==> src/design/rhse_pkg.sv <==
`timescale 1ns / 1ps
`default_nettype none

package rhse_pkg;

   // item field widths
   localparam int HASH_W  = 64;
   localparam int OP_W    = 2;
   localparam int CHAR_W  = 8;
   localparam int QUERY_W = 11;
   localparam int LENO_W  = 11;

   // defaults
   localparam int              MAX_LEN_DEFAULT = 1024;
   localparam logic [HASH_W-1:0] SEED_RESET    = 64'd31;

   // fixed contents of entry zero
   localparam logic [HASH_W-1:0] HASH_ENTRY0  = 64'd0;
   localparam logic [HASH_W-1:0] POWER_ENTRY0 = 64'd1;

   // op codes
   localparam logic [OP_W-1:0] OP_APPEND  = 2'd0;
   localparam logic [OP_W-1:0] OP_QUERY   = 2'd1;
   localparam logic [OP_W-1:0] OP_RESTART = 2'd2;

   // status codes
   localparam logic STATUS_OK  = 1'b0;
   localparam logic STATUS_ERR = 1'b1;

   // memory strobes from the sequencer
   typedef struct packed {
      logic h_rd;
      logic p_rd;
      logic h_wr;
      logic p_wr;
   } mem_ctrl_type;

endpackage

`default_nettype wire

==> src/design/rhse_mul.sv <==
`timescale 1ns / 1ps
`default_nettype none

module rhse_mul
   import rhse_pkg::*;
(
   input  wire logic              clock,
   input  wire logic              reset,
   input  wire logic              start,
   input  wire logic [HASH_W-1:0] a,
   input  wire logic [HASH_W-1:0] b,
   output logic                   done,
   output logic      [HASH_W-1:0] product
);

   // low 64 bits of a*b from three 32x32 partial products on one multiplier
   localparam int HALF_W = HASH_W / 2;

   localparam logic [1:0] STEP_LL  = 2'd0;
   localparam logic [1:0] STEP_LH  = 2'd1;
   localparam logic [1:0] STEP_HL  = 2'd2;
   localparam logic [1:0] STEP_END = 2'd3;

   logic              busy_ff;
   logic              done_ff;
   logic [1:0]        step_ff;
   logic [HASH_W-1:0] a_ff;
   logic [HASH_W-1:0] b_ff;
   logic [HASH_W-1:0] prod_ff;
   logic [HASH_W-1:0] acc_ff;

   logic [HALF_W-1:0] x_in;
   logic [HALF_W-1:0] y_in;
   logic [HASH_W-1:0] prod_in;

   assign x_in    = (step_ff == STEP_HL) ? a_ff[HASH_W-1:HALF_W] : a_ff[HALF_W-1:0];
   assign y_in    = (step_ff == STEP_LH) ? b_ff[HASH_W-1:HALF_W] : b_ff[HALF_W-1:0];
   assign prod_in = HASH_W'(x_in) * HASH_W'(y_in);

   always_ff @(posedge clock) begin
      if (reset) begin
         busy_ff <= 1'b0;
         done_ff <= 1'b0;
         step_ff <= STEP_LL;
      end else begin
         done_ff <= 1'b0;
         if (start) begin
            busy_ff <= 1'b1;
            step_ff <= STEP_LL;
         end else if (busy_ff) begin
            step_ff <= step_ff + 2'd1;
            if (step_ff == STEP_END) begin
               busy_ff <= 1'b0;
               done_ff <= 1'b1;
            end
         end
      end
   end

   always_ff @(posedge clock) begin
      if (start) begin
         a_ff <= a;
         b_ff <= b;
      end else if (busy_ff) begin
         prod_ff <= prod_in;
         case (step_ff)
            STEP_LH: begin
               acc_ff <= prod_ff;
            end
            STEP_HL, STEP_END: begin
               acc_ff[HASH_W-1:HALF_W] <= acc_ff[HASH_W-1:HALF_W] + prod_ff[HALF_W-1:0];
            end
            default: begin
               acc_ff <= acc_ff;
            end
         endcase
      end
   end

   assign done    = done_ff;
   assign product = acc_ff;

   a_no_restart: assert property (@(posedge clock) disable iff (reset)
      busy_ff |-> !start)
      else $error("multiply started while busy");

   a_done_after_last: assert property (@(posedge clock) disable iff (reset)
      done_ff |-> $past(busy_ff) && ($past(step_ff) == STEP_END))
      else $error("multiply done without final step");

endmodule

`default_nettype wire

==> config.mk <==
export PLATFORM = sky130hd
export DESIGN_NAME = rhse_mul
export DESIGN_NICKNAME = d
export VERILOG_FILES = /design/src/design/rhse_pkg.sv /design/src/design/rhse_mul.sv
export SDC_FILE = /design/constraint.sdc
export NUM_CORES = 2
export LEC_CHECK = 0
export BUFFER_PORTS_ARGS = -buffer_cell sky130_fd_sc_hd__buf_2
export CAP_MARGIN = 0
export CORE_AREA = 2 2 236 471
export DETAILED_ROUTE_END_ITERATION = 16
export DIE_AREA = 0 0 238 473
export PLACE_DENSITY = 0.6
export SYNTH_ARGS = -nofsm -noshare
export SYNTH_HDL_FRONTEND = slang
export SYNTH_SLANG_ARGS = --single-unit
==> constraint.sdc <==
create_clock -name clock -period 13.1 [get_ports clock]
set_input_delay 0.655 -clock clock [delete_from_list [all_inputs] [get_ports clock]]
set_output_delay 0.655 -clock clock [all_outputs]
set_load 0.01 [all_outputs]
== Yosys cells after proc, flatten, opt, wreduce, memory -nomap -nowiden ==
Index checks and enable logic that the tools add are counted.

* Input bits: 131
* Output and inout port bits: 65
* Register bits after elaboration: 260

* Eq/ne operators: 3
* Multiply operators: 1
* Bitwise gates (word level): 2
* Mux-type cells: 7
* $add $sub $neg: 2
* Reductions and logical operators: 7

{| class="wikitable"
|+ Operator list
! operator !! number
|-
| 32-bit by 32-bit multiplier with 64-bit output || 1
|-
| 32-bit 2-to-1 mux || 2
|-
| 32-bit one-hot mux with 2 select lines || 1
|-
| 32-bit adder || 1
|-
| 3-bit AND reduction || 2
|-
| 2-bit equality test (second input constant) || 2
|-
| 1-bit 2-to-1 mux || 4
|-
| 2-bit OR reduction || 2
|-
| 3-bit OR reduction || 1
|-
| 2-bit by 1-bit adder with 2-bit output (second input constant) || 1
|-
| 2-bit by 1-bit equality test with 1-bit output (second input constant) || 1
|-
| 1-bit inverter || 2
|-
| 2-bit AND reduction || 1
|-
| 2-bit nonzero test || 1
|}

== Longest topological paths before layout ==
* Depth after elaboration: 4
* Mapped depth: 34
* Gate-level depth less buffers: 29

== Worst setup path before layout ==
OpenSTA, ideal clock, no wires.

* Path kind: register to register
* Start: reg step_ff[0]
* End: reg prod_ff[60], data pin
* Clock period less this slack: 8.607 ns
* Stages on the path, launching flop included: 29
* Path slack: 4.493 ns
* Arrival: 8.347 ns
* Cell sequence: dfxtp_1 ha_1 clkbuf_1 buf_1 mux2i_1 clkbuf_1 nor2_1 fa_1 fa_1 inv_1 fa_1 fa_1 inv_1 fa_1 fa_1 fa_1 inv_1 fa_1 inv_1 ha_1 clkbuf_1 a2111oi_0 o221ai_1 o211ai_1 o21ai_1 a221oi_2 o21ai_1 a221oi_2 xnor2_1

* Cells in the longest elaborated chain, start to end: 3

{| class="wikitable"
|+ RTL lines
! item !! RTL line !! RTL
|-
| start: declaration || rhse_mul.sv:26 || <nowiki>logic [1:0] step_ff;</nowiki>
|-
| start signal: assignment || rhse_mul.sv:51 || <nowiki>step_ff <= step_ff + 2'd1;</nowiki>
|-
| 2-bit equality test / 2-bit by 1-bit equality test with 1-bit output (equally long branches) || rhse_mul.sv:36, rhse_mul.sv:37 ||
|-
| 32-bit 2-to-1 mux, on equally long branches || rhse_mul.sv:36, rhse_mul.sv:37 ||
|-
| 32-bit by 32-bit multiplier with 64-bit output (*) || rhse_mul.sv:38 || <nowiki>assign prod_in = HASH_W'(x_in) * HASH_W'(y_in);</nowiki>
|-
| net prod_in[60] || rhse_mul.sv:34 || <nowiki>logic [HASH_W-1:0] prod_in;</nowiki>
|-
| end signal: assignment || rhse_mul.sv:65 || <nowiki>prod_ff <= prod_in;</nowiki>
|-
| end: declaration || rhse_mul.sv:29 || <nowiki>logic [HASH_W-1:0] prod_ff;</nowiki>
|}

Mark *: on every way through the listed nets, which the timed path passes. The rest lies on a longest branch.
A chain may end at the register's enable or synchronous reset.

== Worst setup path in the final report ==
* Start: reg step_ff[0]
* End: reg prod_ff[45], data pin

Same word-level chain as after synthesis.

==> impl_summary.log <==
INFO  metric run_status = finished clean
INFO  metric cts_root_buffer = sky130_fd_sc_hd__clkbuf_16
INFO  metric finalClockSkew = 0.01247 ns
INFO  metric grt_overflow = 0
INFO  metric syn_inst = 4457
INFO  metric synthesis.area_per_instance = 9.725 sq um
INFO  metric dominantRegCellSynth = sky130_fd_sc_hd__edfxtp_1
INFO  metric die_ar = 112600 sq um
INFO  metric critPathMaxFanout = 34
INFO  metric number_of_synthesized_register_bits = 260
INFO  metric rows = 172
INFO  metric finalSetupViolations = 0
INFO  metric starting_drc_count_in_detailed_routing = 2660
INFO  metric grt_antenna_before_repair = 3
INFO  metric numClockSinks = 260
INFO  metric max_freq = 98.43 MHz
INFO  metric worst_ep_required = 13.44 ns
INFO  metric vias = 33002
INFO  metric criticalPathCategory = register to register
INFO  metric grt_setup_unrepaired = false
INFO  metric syn_nets = 5783
INFO  metric port_buf_inserts = 195
INFO  metric fillerInstances = 10589
INFO  metric die_y = 473 microns
INFO  metric synth_cell_types = 75
INFO  metric floorplan.initialDensity = 39.65%
INFO  metric clk_latency = 0.62 ns
INFO  metric grt_pass1_wl = 222500 microns
INFO  metric slowest_delay = 1.04 ns
INFO  metric place_hpwl = 117000 microns
INFO  metric vias_per_cell = 5.538
INFO  metric globalRouteTotalUtil = 26.95%
INFO  metric r2r-start = step_ff[0]$_SDFFE_PP0P_
INFO  metric cap_violations = 0
INFO  metric postRouteAntennaNets = 0
INFO  metric slowest_cell_on_crit_path = sky130_fd_sc_hd__mux2i_4
INFO  metric route.detailed.drc = 0
INFO  metric seqCellArea = 7767 sq um
INFO  metric min-delay-path-class = primary input to register
INFO  metric clk_transition_reported_paths = 0.06 ns
INFO  metric area_growth_syn_to_layout = 8.493%
INFO  metric worst-endpoint-arrival = 10.50 ns
INFO  metric die_width = 238 microns
INFO  metric synth_async_sr_flop_share = 0%
INFO  metric drive_gt1_share = 9.358%
INFO  metric totalWireLength = 150100 microns
INFO  metric cts-htree-levels = 1
INFO  metric mappedNetlistArea = 43340 sq um
INFO  metric clock_tree.buffer_depth = 3
INFO  metric design.core.area = 109300 sq um
INFO  metric final_min_period_over_clock_period = 77.55%
INFO  metric tritoncts.num_buffers = 28
INFO  metric cp_top_family = adder cells
INFO  metric final.min_clock_period = 10.16 ns
INFO  metric top_level_ports = 196
INFO  metric critPathBufInv = 6
INFO  metric worstMarginPinSlew = 1.139 ns
INFO  metric worstSetupStartpoint = step_ff[0]$_SDFFE_PP0P_
INFO  metric global_placer_s_final_weighted_congestion = 0.9513
INFO  metric reg2reg_slack = 2.94 ns
INFO  metric cts_post_setup_buffers_inserted = 0
INFO  metric synth.yosys.seq_area_share = 17.92%
INFO  metric holdBufCountCts = 0
INFO  metric critPathMostFrequentCell = sky130_fd_sc_hd__fa_1
INFO  metric final_max_slew_viol_count = 0
INFO  metric routedWlPerCell = 25.18 microns
INFO  metric finalSetupTns = 0 ns
INFO  metric worstSetupStartpointType = register
INFO  metric edff_count_synth = 256
INFO  metric net_count_reported_at_finish = 5868
INFO  metric multiInputGateArea = 31710 sq um
INFO  metric end_kind = register
INFO  metric finalHoldViolCount = 0
INFO  metric cts.repair.resized = 0
INFO  metric detailedRoute.firstPassIterationCount = 8
INFO  metric grt_max_degree = 61
INFO  metric hp-start = a[38]
INFO  metric cts_tree = yes
INFO  metric vias_in_the_first_global_route = 35465
INFO  metric timing.slew.headroom = 22.48%
INFO  metric ys.warnings.count = 0
-- worst paths after layout --
kind	endpoint	cells past startpoint
worst min-delay path	a_ff[38]$_DFFE_PP_	1
worst max-delay path	prod_ff[45]$_DFFE_PP_	26
worst min register to register	product[24]$_DFFE_PP_	0
worst max register to register	prod_ff[45]$_DFFE_PP_	26
-- logic make-up after synthesis --
| family | Yosys count | synth area share [%] |
|---|---|---|
| and+or+nand+nor | 1330 | 12.22 |
| DFF | 260 | 17.92 |
| xor gates and xnor gates | 83 | 1.677 |
| buffers and inverters | 1102 | 9.552 |
| AOI/OAI and AO/OA | 355 | 5.364 |
| muxes | 132 | 3.236 |
| adders and majority gates | 1195 | 50.03 |
-- layout make-up --
class | instances | share of cell area [%]
diodes | 4 | 0.02129
clock buffers | 31 | 1.514
clock inverters | 20 | 0.4577
multi-input cells | 3095 | 67.43
inverters | 892 | 7.120
flip-flops and latches | 260 | 16.52
well taps | 1392 | 3.704
repair buffers | 265 | 3.233
-- placed cells by master, fill, tap and decap left out, drive strengths merged, types with 4 or more instances in the layout --
master / Yosys / layout
a211o: 5 / 5
a211oi: 17 / 17
a21boi: 5 / 5
a21o: 51 / 51
a21oi: 115 / 115
a221oi: 7 / 7
a31oi: 12 / 12
and2: 10 / 10
and3: 12 / 12
buf: 14 / 265
clkbuf: 196 / 31
clkinv: 0 / 12
dfxtp: 4 / 4
diode: 0 / 4
edfxtp: 256 / 256
fa: 897 / 897
ha: 298 / 298
inv: 892 / 896
mux2: 65 / 65
mux2i: 67 / 67
nand2: 553 / 553
nand2b: 7 / 7
nand3: 14 / 14
nand4: 29 / 29
nor2: 652 / 652
nor2b: 7 / 7
nor3: 23 / 23
nor4: 4 / 4
o211ai: 8 / 8
o21a: 11 / 11
o21ai: 72 / 72
o21bai: 10 / 10
o31ai: 7 / 7
or2: 4 / 4
or3: 4 / 4
xnor2: 49 / 49
xor2: 34 / 34
-- worst reg2reg max path, cell delays in order, from the launching register on --
cell	delay (ns)
sky130_fd_sc_hd__dfxtp_1	0.37
sky130_fd_sc_hd__inv_1	0.14
sky130_fd_sc_hd__ha_4	0.57
sky130_fd_sc_hd__buf_4	0.74
sky130_fd_sc_hd__mux2i_4	1.04
sky130_fd_sc_hd__nor2_1	0.17
sky130_fd_sc_hd__fa_1	0.47
sky130_fd_sc_hd__fa_1	0.55
sky130_fd_sc_hd__inv_1	0.05
sky130_fd_sc_hd__fa_1	0.47
sky130_fd_sc_hd__inv_1	0.05
sky130_fd_sc_hd__fa_1	0.51
sky130_fd_sc_hd__inv_1	0.07
sky130_fd_sc_hd__fa_1	0.53
sky130_fd_sc_hd__inv_1	0.05
sky130_fd_sc_hd__fa_1	0.50
sky130_fd_sc_hd__fa_1	0.43
sky130_fd_sc_hd__fa_1	0.55
sky130_fd_sc_hd__ha_1	0.44
sky130_fd_sc_hd__a21oi_1	0.19
sky130_fd_sc_hd__o21ai_0	0.14
sky130_fd_sc_hd__a221oi_1	0.44
sky130_fd_sc_hd__a21oi_1	0.14
sky130_fd_sc_hd__a21oi_2	0.35
sky130_fd_sc_hd__a21oi_1	0.20
sky130_fd_sc_hd__o211a_1	0.25
sky130_fd_sc_hd__a2111oi_1	0.49
-- sequential cells by signal, summed over array words and instances (netlist names) --
name     cells
step_ff      2
busy_ff      1
done         1
b_ff        64
a_ff        64
prod_ff     64
product     64
-- metrics by stage --
step           util, %  instances  setup WS (ns)  instance area [sq um]  hold WS (ns)
2_1_floorplan        -       4457          4.493                  43340        0.4307
3_3_place_gp     42.16       5904          3.196                  46090        0.4443
3_5_place_dp     42.16       5904          3.089                  46090        0.4505
4_1_cts          43.00       5955          3.044                  47010        0.1676
5_1_grt          43.01       5956          2.451                  47020        0.1936
6_report         43.01       5959          2.941                  47020        0.2130
-- synthesized netlist by cell type, drive strengths merged, types with 8 or more instances --
cell type / number / area (sq um)
fa: 897 / 17960
a21oi: 115 / 579.3
o21bai: 10 / 75.07
edfxtp: 256 / 7687
a31oi: 12 / 75.07
mux2: 65 / 731.9
o21a: 11 / 82.58
clkbuf: 196 / 735.7
nor3: 23 / 115.1
ha: 298 / 3729
nor2: 652 / 2447
nand2: 553 / 2076
and3: 12 / 75.07
nand4: 29 / 181.4
mux2i: 67 / 670.6
o211ai: 8 / 65.06
xor2: 34 / 297.8
xnor2: 49 / 429.2
inv: 892 / 3348
a21o: 51 / 382.9
a211oi: 17 / 142.6
and2: 10 / 62.56
buf: 14 / 56.30
o21ai: 72 / 371.6
nand3: 14 / 70.07
-- routing by layer --
metal	vias up	track usage, %	wire (microns)
met5	-	0	13
met2	1718	44.89	71910
met4	2	18.63	13060
met3	604	4.785	12320
met1	16868	31.55	52770
li1	13810	-	-
Power is left out: the tool's default activity adds up to more than one toggle a clock period on the data nets, which glitch-free logic cannot reach.
